===== src/wmd_pkg.sv =====
`timescale 1ns / 1ps

package wmd_pkg;

	// Field widths and limits
	localparam int SAMPLE_BITS = 16;
	localparam int GAIN_W      = 16;
	localparam int GAIN_FRAC   = 8;
	localparam int NDC_W       = 16;
	localparam int MAX_SAMPLES = 1048576;
	localparam int MAX_COLUMNS = 4096;

	// Configuration port
	localparam int CFG_IDX_W  = 2;
	localparam int CFG_DATA_W = 21;
	localparam int N_W        = 21;
	localparam int W_W        = 13;

	// Counter and stepping widths
	localparam int IDX_W  = $clog2(MAX_SAMPLES);
	localparam int COL_W  = $clog2(MAX_COLUMNS);
	localparam int SPC_W  = IDX_W + 1;
	localparam int XQ_W   = 17;
	localparam int XR_W   = IDX_W;
	localparam int X_ONE  = 65536;

	// Serial divider
	localparam int DIV_W     = N_W;
	localparam int DIV_STEPS = DIV_W;
	localparam int DIV_CNT_W = $clog2(DIV_STEPS);

	// Sample queue
	localparam int FIFO_DEPTH = 4;
	localparam int FIFO_AW    = $clog2(FIFO_DEPTH);

	typedef logic signed [SAMPLE_BITS-1:0] sample_t;
	typedef logic signed [NDC_W-1:0] ndc_t;

	localparam sample_t SAMP_HI = {1'b0, {(SAMPLE_BITS-1){1'b1}}};
	localparam sample_t SAMP_LO = {1'b1, {(SAMPLE_BITS-1){1'b0}}};
	localparam ndc_t    NDC_HI  = {1'b0, {(NDC_W-1){1'b1}}};

	typedef enum logic [CFG_IDX_W-1:0] {
		REG_SAMPLE_COUNT = 2'd0,
		REG_COLUMN_COUNT = 2'd1,
		REG_GAIN         = 2'd2
	} reg_idx_t;

	typedef enum logic [1:0] {
		KIND_LINE = 2'd0,
		KIND_MIN  = 2'd1,
		KIND_MAX  = 2'd2
	} kind_t;

	typedef enum logic [2:0] {
		SU_LOAD_SPC,
		SU_RUN_SPC,
		SU_LOAD_STEP,
		SU_RUN_STEP,
		SU_READY
	} setup_state_t;

	// Waveform geometry handed from setup to the back end
	typedef struct packed {
		logic              ready;
		logic              restart;
		logic              env;
		logic [SPC_W-1:0]  spc;
		logic [IDX_W-1:0]  n_last;
		logic [COL_W-1:0]  w_last;
		logic [XQ_W-1:0]   step_a;
		logic [XR_W-1:0]   step_b;
		logic [XR_W-1:0]   step_d;
	} geo_t;

	typedef struct packed {
		ndc_t    x;
		sample_t y;
		kind_t   kind;
		logic    run_last;
		logic    wave_last;
	} vtx_t;

	// Map floor(pos * 65536 / span) to Q1.15, saturating +1
	function automatic ndc_t ndc_from_q(input logic [XQ_W-1:0] q);
		ndc_t r;
		if (q[XQ_W-1]) begin
			r = NDC_HI;
		end else begin
			r = {~q[NDC_W-1], q[NDC_W-2:0]};
		end
		return r;
	endfunction

endpackage


===== src/wmd_ifs.sv =====
`timescale 1ns / 1ps

interface wmd_sample_if;
	logic             valid;
	logic             ready;
	wmd_pkg::sample_t sample;

	modport source (output valid, output sample, input ready);
	modport sink (input valid, input sample, output ready);
endinterface

interface wmd_vertex_if;
	logic          valid;
	logic          ready;
	wmd_pkg::ndc_t x_ndc;
	wmd_pkg::ndc_t y_ndc;
	logic [1:0]    vertex_kind;
	logic          run_last;
	logic          wave_last;

	modport source (output valid, output x_ndc, output y_ndc, output vertex_kind,
		output run_last, output wave_last, input ready);
	modport sink (input valid, input x_ndc, input y_ndc, input vertex_kind,
		input run_last, input wave_last, output ready);
endinterface

interface wmd_cfg_if;
	logic                             valid;
	logic                             ready;
	logic [wmd_pkg::CFG_IDX_W-1:0]    index;
	logic [wmd_pkg::CFG_DATA_W-1:0]   data;

	modport source (output valid, output index, output data, input ready);
	modport sink (input valid, input index, input data, output ready);
endinterface


===== src/waveform_minmax_display_decimator.sv =====
`timescale 1ns / 1ps
// A sample passes the registered gain stage, the sample queue and the result buffer to become
// a vertex. One sample per cycle is taken in line mode and for columns of two or more samples
// while the vertex output is not stalled; a one-sample column yields a min/max pair, and the
// next pair waits for room in the buffer. The serial divider runs two 21-step divisions after
// reset or a size write before queued samples are processed; samples still enter the queue.
// Reset (arst_n, asynchronous, active low) clears counters, queue and handshake state.

module waveform_minmax_display_decimator (
	input  logic         clk,
	input  logic         arst_n,
	wmd_sample_if.sink   sample_ch,
	wmd_vertex_if.source vertex_ch,
	wmd_cfg_if.sink      cfg
);

	logic [wmd_pkg::GAIN_W-1:0] gain;
	wmd_pkg::geo_t              geo;
	logic                       fifo_push;
	wmd_pkg::sample_t           fifo_wdata;
	logic                       fifo_full;
	logic                       fifo_pop;
	wmd_pkg::sample_t           fifo_rdata;
	logic                       fifo_empty;

	wmd_setup u_setup (
		.clk    (clk),
		.arst_n (arst_n),
		.cfg    (cfg),
		.gain   (gain),
		.geo    (geo)
	);

	wmd_front u_front (
		.clk       (clk),
		.arst_n    (arst_n),
		.sample_ch (sample_ch),
		.gain      (gain),
		.full      (fifo_full),
		.push      (fifo_push),
		.y         (fifo_wdata)
	);

	wmd_fifo u_fifo (
		.clk       (clk),
		.arst_n    (arst_n),
		.push      (fifo_push),
		.push_data (fifo_wdata),
		.full      (fifo_full),
		.pop       (fifo_pop),
		.pop_data  (fifo_rdata),
		.empty     (fifo_empty)
	);

	wmd_back u_back (
		.clk        (clk),
		.arst_n     (arst_n),
		.geo        (geo),
		.head_valid (!fifo_empty),
		.head_y     (fifo_rdata),
		.pop        (fifo_pop),
		.vertex_ch  (vertex_ch)
	);

endmodule


===== src/wmd_setup.sv =====
`timescale 1ns / 1ps

module wmd_setup (
	input  logic                       clk,
	input  logic                       arst_n,
	wmd_cfg_if.sink                    cfg,
	output logic [wmd_pkg::GAIN_W-1:0] gain,
	output wmd_pkg::geo_t              geo
);

	logic [wmd_pkg::N_W-1:0]    sample_count_q;
	logic [wmd_pkg::W_W-1:0]    column_count_q;
	logic [wmd_pkg::GAIN_W-1:0] gain_q;

	logic                       wr;
	logic                       size_wr;
	logic [wmd_pkg::N_W-1:0]    n_eff;
	logic [wmd_pkg::W_W-1:0]    w_eff;
	logic [wmd_pkg::IDX_W-1:0]  n_last;
	logic [wmd_pkg::COL_W-1:0]  w_last;
	logic                       env;

	wmd_pkg::setup_state_t      state_q;
	wmd_pkg::setup_state_t      state_d;
	logic [wmd_pkg::DIV_CNT_W-1:0] cnt_q;
	logic                       div_done;

	logic [wmd_pkg::DIV_W-1:0]  quo_q;
	logic [wmd_pkg::XR_W-1:0]   rem_q;
	logic [wmd_pkg::XR_W-1:0]   d_q;
	logic [wmd_pkg::SPC_W-1:0]  spc_q;
	logic [wmd_pkg::DIV_W-1:0]  trial;
	logic [wmd_pkg::DIV_W-1:0]  diff;
	logic                       ge;
	logic [wmd_pkg::XR_W-1:0]   rem_next;

	assign cfg.ready = 1'b1;
	assign wr        = cfg.valid && cfg.ready;
	assign size_wr   = wr && (cfg.index == wmd_pkg::REG_SAMPLE_COUNT ||
		cfg.index == wmd_pkg::REG_COLUMN_COUNT);

	// Register file
	always_ff @(posedge clk or negedge arst_n) begin
		if (!arst_n) begin
			sample_count_q <= wmd_pkg::N_W'(1);
			column_count_q <= wmd_pkg::W_W'(1);
			gain_q         <= wmd_pkg::GAIN_W'(256);
		end else if (wr) begin
			unique case (wmd_pkg::reg_idx_t'(cfg.index))
				wmd_pkg::REG_SAMPLE_COUNT: sample_count_q <= cfg.data[wmd_pkg::N_W-1:0];
				wmd_pkg::REG_COLUMN_COUNT: column_count_q <= cfg.data[wmd_pkg::W_W-1:0];
				wmd_pkg::REG_GAIN:         gain_q <= cfg.data[wmd_pkg::GAIN_W-1:0];
				default: ;
			endcase
		end
	end

	assign gain = gain_q;

	// Clamp sizes to their legal ranges
	always_comb begin
		if (sample_count_q == '0) begin
			n_eff = wmd_pkg::N_W'(1);
		end else if (sample_count_q > wmd_pkg::N_W'(wmd_pkg::MAX_SAMPLES)) begin
			n_eff = wmd_pkg::N_W'(wmd_pkg::MAX_SAMPLES);
		end else begin
			n_eff = sample_count_q;
		end
		if (column_count_q == '0) begin
			w_eff = wmd_pkg::W_W'(1);
		end else if (column_count_q > wmd_pkg::W_W'(wmd_pkg::MAX_COLUMNS)) begin
			w_eff = wmd_pkg::W_W'(wmd_pkg::MAX_COLUMNS);
		end else begin
			w_eff = column_count_q;
		end
	end

	assign n_last = wmd_pkg::IDX_W'(n_eff - 1'b1);
	assign w_last = wmd_pkg::COL_W'(w_eff - 1'b1);
	assign env    = n_eff > wmd_pkg::N_W'(w_eff);

	// Restoring divider step, one quotient bit per cycle
	assign trial    = {rem_q, quo_q[wmd_pkg::DIV_W-1]};
	assign ge       = trial >= {1'b0, d_q};
	assign diff     = trial - {1'b0, d_q};
	assign rem_next = ge ? diff[wmd_pkg::XR_W-1:0] : trial[wmd_pkg::XR_W-1:0];
	assign div_done = cnt_q == wmd_pkg::DIV_CNT_W'(wmd_pkg::DIV_STEPS - 1);

	always_ff @(posedge clk or negedge arst_n) begin
		if (!arst_n) begin
			state_q <= wmd_pkg::SU_LOAD_SPC;
			cnt_q   <= '0;
		end else begin
			state_q <= state_d;
			if (state_q == wmd_pkg::SU_RUN_SPC || state_q == wmd_pkg::SU_RUN_STEP) begin
				cnt_q <= cnt_q + 1'b1;
			end else begin
				cnt_q <= '0;
			end
		end
	end

	// Sequence the two divisions: samples per column, then the x step
	always_comb begin
		state_d = state_q;
		unique case (state_q)
			wmd_pkg::SU_LOAD_SPC:  state_d = wmd_pkg::SU_RUN_SPC;
			wmd_pkg::SU_RUN_SPC:   if (div_done) state_d = wmd_pkg::SU_LOAD_STEP;
			wmd_pkg::SU_LOAD_STEP: state_d = wmd_pkg::SU_RUN_STEP;
			wmd_pkg::SU_RUN_STEP:  if (div_done) state_d = wmd_pkg::SU_READY;
			wmd_pkg::SU_READY:     state_d = wmd_pkg::SU_READY;
			default:               state_d = wmd_pkg::SU_LOAD_SPC;
		endcase
		if (size_wr) begin
			state_d = wmd_pkg::SU_LOAD_SPC;
		end
	end

	// Divider operands
	always_ff @(posedge clk) begin
		unique case (state_q)
			wmd_pkg::SU_LOAD_SPC: begin
				quo_q <= n_eff;
				rem_q <= '0;
				d_q   <= wmd_pkg::XR_W'(w_eff);
			end
			wmd_pkg::SU_LOAD_STEP: begin
				spc_q <= quo_q;
				quo_q <= wmd_pkg::DIV_W'(wmd_pkg::X_ONE);
				rem_q <= '0;
				d_q   <= env ? wmd_pkg::XR_W'(w_last) : n_last;
			end
			wmd_pkg::SU_RUN_SPC, wmd_pkg::SU_RUN_STEP: begin
				quo_q <= {quo_q[wmd_pkg::DIV_W-2:0], ge};
				rem_q <= rem_next;
			end
			default: ;
		endcase
	end

	always_comb begin
		geo.ready   = state_q == wmd_pkg::SU_READY;
		geo.restart = size_wr;
		geo.env     = env;
		geo.spc     = spc_q;
		geo.n_last  = n_last;
		geo.w_last  = w_last;
		geo.step_a  = quo_q[wmd_pkg::XQ_W-1:0];
		geo.step_b  = rem_q;
		geo.step_d  = d_q;
	end

endmodule


===== src/wmd_front.sv =====
`timescale 1ns / 1ps

module wmd_front (
	input  logic                       clk,
	input  logic                       arst_n,
	wmd_sample_if.sink                 sample_ch,
	input  logic [wmd_pkg::GAIN_W-1:0] gain,
	input  logic                       full,
	output logic                       push,
	output wmd_pkg::sample_t           y
);

	localparam int PROD_W = wmd_pkg::SAMPLE_BITS + wmd_pkg::GAIN_W + 1;
	localparam int Q_W    = PROD_W - wmd_pkg::GAIN_FRAC;

	logic                     v_s1;
	logic signed [PROD_W-1:0] prod_s1;
	logic signed [Q_W-1:0]    q;
	logic                     fits;
	logic                     acc;

	assign push            = v_s1 && !full;
	assign sample_ch.ready = !v_s1 || push;
	assign acc             = sample_ch.valid && sample_ch.ready;

	always_ff @(posedge clk or negedge arst_n) begin
		if (!arst_n) begin
			v_s1 <= 1'b0;
		end else if (acc) begin
			v_s1 <= 1'b1;
		end else if (push) begin
			v_s1 <= 1'b0;
		end
	end

	// Scale by the Q8.8 gain
	always_ff @(posedge clk) begin
		if (acc) begin
			prod_s1 <= PROD_W'(sample_ch.sample) * PROD_W'($signed({1'b0, gain}));
		end
	end

	// Drop the fraction (floor) and saturate to the sample range
	assign q    = prod_s1[PROD_W-1:wmd_pkg::GAIN_FRAC];
	assign fits = (&q[Q_W-1:wmd_pkg::SAMPLE_BITS-1]) || !(|q[Q_W-1:wmd_pkg::SAMPLE_BITS-1]);

	always_comb begin
		if (fits) begin
			y = q[wmd_pkg::SAMPLE_BITS-1:0];
		end else if (q[Q_W-1]) begin
			y = wmd_pkg::SAMP_LO;
		end else begin
			y = wmd_pkg::SAMP_HI;
		end
	end

endmodule


===== src/wmd_fifo.sv =====
`timescale 1ns / 1ps

module wmd_fifo (
	input  logic             clk,
	input  logic             arst_n,
	input  logic             push,
	input  wmd_pkg::sample_t push_data,
	output logic             full,
	input  logic             pop,
	output wmd_pkg::sample_t pop_data,
	output logic             empty
);

	wmd_pkg::sample_t mem_q [wmd_pkg::FIFO_DEPTH];
	logic [wmd_pkg::FIFO_AW:0] wr_q;
	logic [wmd_pkg::FIFO_AW:0] rd_q;

	assign empty = wr_q == rd_q;
	assign full  = (wr_q[wmd_pkg::FIFO_AW] != rd_q[wmd_pkg::FIFO_AW]) &&
		(wr_q[wmd_pkg::FIFO_AW-1:0] == rd_q[wmd_pkg::FIFO_AW-1:0]);

	always_ff @(posedge clk or negedge arst_n) begin
		if (!arst_n) begin
			wr_q <= '0;
			rd_q <= '0;
		end else begin
			if (push) wr_q <= wr_q + 1'b1;
			if (pop) rd_q <= rd_q + 1'b1;
		end
	end

	always_ff @(posedge clk) begin
		if (push) begin
			mem_q[wr_q[wmd_pkg::FIFO_AW-1:0]] <= push_data;
		end
	end

	assign pop_data = mem_q[rd_q[wmd_pkg::FIFO_AW-1:0]];

endmodule


===== src/wmd_back.sv =====
`timescale 1ns / 1ps

module wmd_back (
	input  logic             clk,
	input  logic             arst_n,
	input  wmd_pkg::geo_t    geo,
	input  logic             head_valid,
	input  wmd_pkg::sample_t head_y,
	output logic             pop,
	wmd_vertex_if.source     vertex_ch
);

	logic [wmd_pkg::IDX_W-1:0] idx_q;
	logic [wmd_pkg::COL_W-1:0] col_q;
	logic [wmd_pkg::SPC_W-1:0] fill_q;
	wmd_pkg::sample_t          min_q;
	wmd_pkg::sample_t          max_q;
	logic [wmd_pkg::XQ_W-1:0]  xq_q;
	logic [wmd_pkg::XR_W-1:0]  xr_q;

	logic                      last;
	logic                      col_end;
	wmd_pkg::sample_t          nmin;
	wmd_pkg::sample_t          nmax;
	logic [1:0]                nres;
	logic [wmd_pkg::XR_W:0]    sum_r;
	logic [wmd_pkg::XR_W:0]    sub_r;
	logic                      wrap;
	logic [wmd_pkg::XQ_W-1:0]  xq_next;
	logic [wmd_pkg::XR_W-1:0]  xr_next;
	wmd_pkg::ndc_t             x_line;
	wmd_pkg::ndc_t             x_col;
	wmd_pkg::vtx_t             v0;
	wmd_pkg::vtx_t             v1;
	wmd_pkg::vtx_t             slot0_q;
	wmd_pkg::vtx_t             slot1_q;
	logic [1:0]                cnt_q;
	logic                      out_acc;
	logic                      buf_free;
	logic                      push;

	// Classify the sample at the head of the queue
	assign last    = idx_q == geo.n_last;
	assign col_end = last || (col_q != geo.w_last && (fill_q + 1'b1) >= geo.spc);
	assign nmin    = (head_y < min_q) ? head_y : min_q;
	assign nmax    = (head_y > max_q) ? head_y : max_q;

	always_comb begin
		if (!geo.env) begin
			nres = 2'd1;
		end else if (col_end) begin
			nres = 2'd2;
		end else begin
			nres = 2'd0;
		end
	end

	// Advance x = floor(k * 65536 / D) by one step of k
	assign sum_r   = {1'b0, xr_q} + {1'b0, geo.step_b};
	assign wrap    = sum_r >= {1'b0, geo.step_d};
	assign sub_r   = sum_r - {1'b0, geo.step_d};
	assign xr_next = wrap ? sub_r[wmd_pkg::XR_W-1:0] : sum_r[wmd_pkg::XR_W-1:0];
	assign xq_next = xq_q + geo.step_a + wmd_pkg::XQ_W'(wrap);

	assign x_line = wmd_pkg::ndc_from_q(xq_q);
	assign x_col  = (geo.w_last == '0) ? '0 : wmd_pkg::ndc_from_q(xq_q);

	always_comb begin
		v0.x         = geo.env ? x_col : x_line;
		v0.y         = geo.env ? nmin : head_y;
		v0.kind      = geo.env ? wmd_pkg::KIND_MIN : wmd_pkg::KIND_LINE;
		v0.run_last  = !geo.env;
		v0.wave_last = !geo.env && last;
		v1.x         = x_col;
		v1.y         = nmax;
		v1.kind      = wmd_pkg::KIND_MAX;
		v1.run_last  = 1'b1;
		v1.wave_last = last;
	end

	assign out_acc  = vertex_ch.valid && vertex_ch.ready;
	assign buf_free = (cnt_q == 2'd0) || (cnt_q == 2'd1 && out_acc);
	assign pop      = head_valid && geo.ready && !geo.restart && (nres == 2'd0 || buf_free);
	assign push     = pop && nres != 2'd0;

	// Waveform counters and running envelope
	always_ff @(posedge clk or negedge arst_n) begin
		if (!arst_n) begin
			idx_q  <= '0;
			col_q  <= '0;
			fill_q <= '0;
			min_q  <= wmd_pkg::SAMP_HI;
			max_q  <= wmd_pkg::SAMP_LO;
			xq_q   <= '0;
			xr_q   <= '0;
		end else if (geo.restart || (pop && last)) begin
			idx_q  <= '0;
			col_q  <= '0;
			fill_q <= '0;
			min_q  <= wmd_pkg::SAMP_HI;
			max_q  <= wmd_pkg::SAMP_LO;
			xq_q   <= '0;
			xr_q   <= '0;
		end else if (pop) begin
			idx_q <= idx_q + 1'b1;
			if (!geo.env || col_end) begin
				xq_q <= xq_next;
				xr_q <= xr_next;
			end
			if (geo.env) begin
				if (col_end) begin
					col_q  <= col_q + 1'b1;
					fill_q <= '0;
					min_q  <= wmd_pkg::SAMP_HI;
					max_q  <= wmd_pkg::SAMP_LO;
				end else begin
					fill_q <= fill_q + 1'b1;
					min_q  <= nmin;
					max_q  <= nmax;
				end
			end
		end
	end

	// Two-entry result buffer
	always_ff @(posedge clk or negedge arst_n) begin
		if (!arst_n) begin
			cnt_q <= 2'd0;
		end else if (push) begin
			cnt_q <= nres;
		end else if (out_acc) begin
			cnt_q <= cnt_q - 1'b1;
		end
	end

	always_ff @(posedge clk) begin
		if (push) begin
			slot0_q <= v0;
			slot1_q <= v1;
		end else if (out_acc) begin
			slot0_q <= slot1_q;
		end
	end

	assign vertex_ch.valid       = cnt_q != 2'd0;
	assign vertex_ch.x_ndc       = slot0_q.x;
	assign vertex_ch.y_ndc       = slot0_q.y;
	assign vertex_ch.vertex_kind = slot0_q.kind;
	assign vertex_ch.run_last    = slot0_q.run_last;
	assign vertex_ch.wave_last   = slot0_q.wave_last;

endmodule


===== src/flat_wrapper.sv =====
// flat-port wrapper written by rule: the top's interface ports become plain ports
module waveform_minmax_display_decimator_flat 
  (clk, arst_n, sample_ch_valid, sample_ch_sample, sample_ch_ready, vertex_ch_valid, vertex_ch_x_ndc, vertex_ch_y_ndc, vertex_ch_vertex_kind, vertex_ch_run_last, vertex_ch_wave_last, vertex_ch_ready, cfg_valid, cfg_index, cfg_data, cfg_ready);
  wmd_sample_if sample_ch_i ();
  wmd_vertex_if vertex_ch_i ();
  wmd_cfg_if cfg_i ();
  input  logic clk;
  input  logic arst_n;
  input wire logic [$bits(sample_ch_i.valid)-1:0] sample_ch_valid;
  input wire logic [$bits(sample_ch_i.sample)-1:0] sample_ch_sample;
  output wire logic [$bits(sample_ch_i.ready)-1:0] sample_ch_ready;
  output wire logic [$bits(vertex_ch_i.valid)-1:0] vertex_ch_valid;
  output wire logic [$bits(vertex_ch_i.x_ndc)-1:0] vertex_ch_x_ndc;
  output wire logic [$bits(vertex_ch_i.y_ndc)-1:0] vertex_ch_y_ndc;
  output wire logic [$bits(vertex_ch_i.vertex_kind)-1:0] vertex_ch_vertex_kind;
  output wire logic [$bits(vertex_ch_i.run_last)-1:0] vertex_ch_run_last;
  output wire logic [$bits(vertex_ch_i.wave_last)-1:0] vertex_ch_wave_last;
  input wire logic [$bits(vertex_ch_i.ready)-1:0] vertex_ch_ready;
  input wire logic [$bits(cfg_i.valid)-1:0] cfg_valid;
  input wire logic [$bits(cfg_i.index)-1:0] cfg_index;
  input wire logic [$bits(cfg_i.data)-1:0] cfg_data;
  output wire logic [$bits(cfg_i.ready)-1:0] cfg_ready;
  assign sample_ch_i.valid = sample_ch_valid;
  assign sample_ch_i.sample = sample_ch_sample;
  assign sample_ch_ready = sample_ch_i.ready;
  assign vertex_ch_valid = vertex_ch_i.valid;
  assign vertex_ch_x_ndc = vertex_ch_i.x_ndc;
  assign vertex_ch_y_ndc = vertex_ch_i.y_ndc;
  assign vertex_ch_vertex_kind = vertex_ch_i.vertex_kind;
  assign vertex_ch_run_last = vertex_ch_i.run_last;
  assign vertex_ch_wave_last = vertex_ch_i.wave_last;
  assign vertex_ch_i.ready = vertex_ch_ready;
  assign cfg_i.valid = cfg_valid;
  assign cfg_i.index = cfg_index;
  assign cfg_i.data = cfg_data;
  assign cfg_ready = cfg_i.ready;
  waveform_minmax_display_decimator u_core (.clk(clk), .arst_n(arst_n), .sample_ch(sample_ch_i), .vertex_ch(vertex_ch_i), .cfg(cfg_i));
endmodule

===== config.mk =====
export PLATFORM = sky130hd
export DESIGN_NAME = waveform_minmax_display_decimator_flat
export DESIGN_NICKNAME = d
export VERILOG_FILES = /design/src/wmd_pkg.sv /design/src/wmd_ifs.sv /design/src/waveform_minmax_display_decimator.sv /design/src/wmd_setup.sv /design/src/wmd_front.sv /design/src/wmd_fifo.sv /design/src/wmd_back.sv /design/src/flat_wrapper.sv
export SDC_FILE = /design/constraint.sdc
export NUM_CORES = 2
export LEC_CHECK = 0
export CORE_UTILIZATION = 45
export DETAILED_ROUTE_END_ITERATION = 8
export DONT_BUFFER_PORTS = 1
export PLACE_DENSITY = 0.57
export SKIP_CTS_REPAIR_TIMING = 1
export SLEW_MARGIN = 15
export SYNTH_ARGS = -nofsm -noshare
export SYNTH_HDL_FRONTEND = slang
export SYNTH_HIERARCHICAL = 1
export SYNTH_SLANG_ARGS = --single-unit

===== constraint.sdc =====
create_clock -name clk -period 16 [get_ports clk]
set_clock_uncertainty 0.2 [all_clocks]
set_input_delay 0.8 -clock clk [delete_from_list [all_inputs] [get_ports clk]]
set_output_delay 0.8 -clock clk [all_outputs]
set_load 0.01 [all_outputs]

==> impl_metrics.yaml <==
outcome:
  outcome: "finished, violations left"
  violations: "negative hold slack"
finish:
  nets: 3837
  syn_to_final_growth_pct: 7.14
  n_fill_cell: 6871
  final_layout_size_suffix_gt1_share_pct: 7.08
  diodes: 0
  final_cell_mix: "inv_1 (408), nand2_1 (367), ha_1 (273)"
  final_common_cell: "inv_1"
flow_run:
  cap_violations: 0
clock_network:
  cts_tree: "done"
  cts_htree_levels: 2
  clock_path_buffers: 3
  clk_pin_slew_worst_paths_ns: 0.06
  cts_root_buffer: "clkbuf_16"
  clock_latency_ns: 0.61
  cts.sinks: 429
  cts-buffers-inserted: 49
synthesis:
  ys.flop_type: "edfxtp_1"
  ys_seq_elements: 429
  syn_area_sq_um: 33700
  synth-edff-count: 240
  synth.yosys.seq_area_share_pct: 35.5
  yosysWarningCount: 6
  async_flop_share_pct: 44.1
  yosysUniqueCellTypes: 102
  syn_avg_cell_area_sq_um: 9.94
  syn_inst: 3388
routing:
  antenna_left: 0
  vias: 24558
  drc: 0
  drt-total-wl_microns: 89400
  vias_per_cell: 5.68
  drt_iter0_drc: 1836
  wl_per_cell_microns: 20.7
  first_pass_iters: 6
sta:
  finalHoldViolCount: 8
  holdWs_ns: -0.0839
  slew_headroom_pct: 12.2
  period_needed_ns: 8.46
  fin_crit_sh_pct: 52.9
  setup_viol: 0
  rsz0062_at_grt: "false"
  fmax_mhz: 118
  worstMarginPinSlew_ns: 1.32
  tns_ns: 0
  final_max_slew_viol_count: 0
power_and_ir_drop:
  swShare_pct: 46.4
  p_per_area_nw_per_um2: 238
  switching_power_mw: 3.99
  p_int_mw: 4.60
  ir_drop_uv: 521
  power_frac_seq_pct: 20.6
  p_comb_share_pct: 66.0
  fin_total_pwr_mw: 8.59
  pwr-share-clk_pct: 13.4
  leakage_nw: 16.2
critical_path:
  cp-end-kind: "flop"
  slowest_stage: "a2111oi_0"
  crit_buf_inv: 1
  max_stage_delay_ns: 0.81
  worstPathCellList: "ha_1 -> and3_1 -> and4_1 -> a2111oi_0 -> o31ai_1 -> xor2_1 -> ha_1 -> nand4_1 -> nor2_1 -> o2bb2ai_1 -> a311oi_1 -> nor3b_1 -> a211o_1 -> clkinv_1 -> fa_1 -> fa_1 -> nand2b_1 -> a21oi_1 -> o221ai_1 -> a31oi_1 -> a211oi_1 -> xor2_1 -> or3_1 -> a21oi_1"
  cp.required_ns: 16.32
  crit_fanout: 20
  crit_arrival_ns: 8.78
  crit_type: "reg -> reg"
  critPathTopFamily: "compound AO/OA/AOI/OAI gates"
  cp-start-kind: "flop"
grt:
  grt_pass1_wl_microns: 141000
  grt.total_usage_pct: 23.8
  grt_antenna_before_repair: 0
  grt_start_max_net_pins: 190
  grt_pass1_vias: 24840
  grt-ovfl-total: 0
die:
  die_y_microns: 276
  die_w_microns: 276
  pin_count: 83
  die_area_sq_um: 75900
  initial_core_util_pct: 45.9
  core_area_sq_um: 73500
  rows: 99
place:
  place_hpwl_microns: 67500
  globalplace.congestion: 0.910
  portBuffers: 0
worst_hold_path:
  hold_class: "in -> async"
-- power groups by stage --
stage / clock [mW] / sequential [mW] / combinational, mW
after floorplan: 0 / 1.68 / 4.33
after global placement: 0 / 1.78 / 5.61
after detailed placement: 0 / 1.79 / 5.65
after CTS: 1.19 / 1.77 / 5.71
after global routing: 1.23 / 1.78 / 6.44
final: 1.15 / 1.77 / 5.67
-- path summary, 6_finish.rpt --
| check | slack [ns] | to | from | cells past startpoint |
|---|---|---|---|---|
| worst max-delay path | 7.54 | u_core/u_back/xq_q[16] | u_core/u_setup/rem_q[6] | 24 |
| worst min-delay path | -0.08 | u_core/u_back/min_q[15] | arst_n | 1 |
| worst max register to register | 7.54 | u_core/u_back/xq_q[16] | u_core/u_setup/rem_q[6] | 24 |
| worst min register to register | 0.29 | u_core/u_fifo/wr_q[2] | u_core/u_fifo/wr_q[2] | 1 |
| max in group asynchronous | 14.54 | u_core/u_setup/sample_count_q[16] | arst_n | 1 |
| min in group clk | 0.13 | u_core/u_front/v_s1 | sample_ch_valid | 1 |
-- synthesized netlist by cell type, drive strengths merged (7+ instances only) --
library cell | n | area share, %
a2111oi | 7 | 0.18
a211oi | 29 | 0.66
a21o | 39 | 0.87
a21oi | 151 | 2.3
a221o | 19 | 0.57
a22o | 23 | 0.60
a2bb2oi | 7 | 0.18
a31o | 7 | 0.18
a31oi | 17 | 0.33
and2 | 141 | 2.6
and3 | 37 | 0.69
buf | 53 | 1.1
clkbuf | 93 | 1.0
dfrtp | 170 | 13
dfstp | 19 | 1.5
edfxtp | 240 | 21
fa | 198 | 12
ha | 273 | 10
inv | 411 | 4.6
mux2 | 56 | 1.9
mux2i | 46 | 1.4
mux4 | 16 | 1.2
nand2 | 367 | 4.1
nand2b | 28 | 0.52
nand3 | 75 | 1.1
nand4 | 33 | 0.63
nor2 | 164 | 1.8
nor2b | 18 | 0.33
nor3 | 46 | 0.75
nor4 | 29 | 0.65
o2111ai | 11 | 0.29
o211ai | 14 | 0.31
o21a | 18 | 0.40
o21ai | 162 | 2.4
o21bai | 13 | 0.29
o22a | 15 | 0.39
o22ai | 12 | 0.22
o31ai | 29 | 0.65
o41ai | 7 | 0.18
or2 | 13 | 0.24
or3 | 34 | 0.65
or4 | 12 | 0.28
xnor2 | 86 | 2.3
xor2 | 78 | 2.0
-- metrics by stage --
step           hold slack [ns]  instances  util, %  setup slack, ns  cell area [sq um]
2_1_floorplan            0.226       3391        -             9.59              33700
3_3_place_gp             0.271       4228     46.8             7.68              34400
3_5_place_dp             0.280       4228     46.8             7.46              34400
4_1_cts                 -0.339       4320     49.1             7.41              36000
5_1_grt                 0.0174       4322     49.1             6.89              36100
6_report               -0.0839       4322     49.1             7.54              36100
-- cells by family (layout without fill, tap and decap cells) --
group	after synthesis	count (layout)	synth area share, %
compound gates	625	625	12.2
xor+xnor	164	164	4.29
fa+ha+maj	471	471	21.9
buf+inv	560	532	6.72
flops	429	429	35.5
mux	118	118	4.41
other cells	2	5	0.0223
simple gates	1019	1019	15.0
-- cell type report --
class	instances	area, sq um	share of cell area (%)
clock buffer	65	1320	3.65
sequential	429	12000	33.1
inverter	414	1560	4.32
clock inverter	27	327	0.905
multi-input combinational	2402	19500	54.1
timing repair buffer	26	218	0.603
tap	959	1200	3.32
-- routing by layer --
metal,vias to the layer above,track usage [%],wire [microns]
met5,-,0,0
met2,636,39.0,42000
met1,12255,33.6,41200
met4,0,5.51,1660
li1,11573,-,-
met3,94,2.91,4480
-- state kept, by name, summed over array words and instances, names as in the netlist, 3 cells and up --
signal	count
u_core/u_back/col_q	12
u_core/u_setup/cnt_q	5
u_core/u_back/xq_q	17
u_core/u_setup/state_q	3
u_core/u_front/prod_s1	25
u_core/u_setup/column_count_q	13
u_core/u_back/slot1_q	33
u_core/u_setup/spc_q	21
u_core/u_fifo/wr_q	3
u_core/u_setup/sample_count_q	21
u_core/u_fifo/rd_q	3
u_core/u_back/min_q	16
u_core/u_setup/rem_q	20
u_core/u_setup/gain	16
u_core/u_back/vertex_ch.x_ndc	16
u_core/u_back/idx_q	20
u_core/u_back/xr_q	20
u_core/u_setup/d_q	20
u_core/u_fifo/mem_q	64
u_core/u_back/fill_q	21
u_core/u_back/vertex_ch.y_ndc	16
u_core/u_setup/quo_q	21
u_core/u_back/max_q	16
No activity file was read; power rests on OpenSTA's default activity.
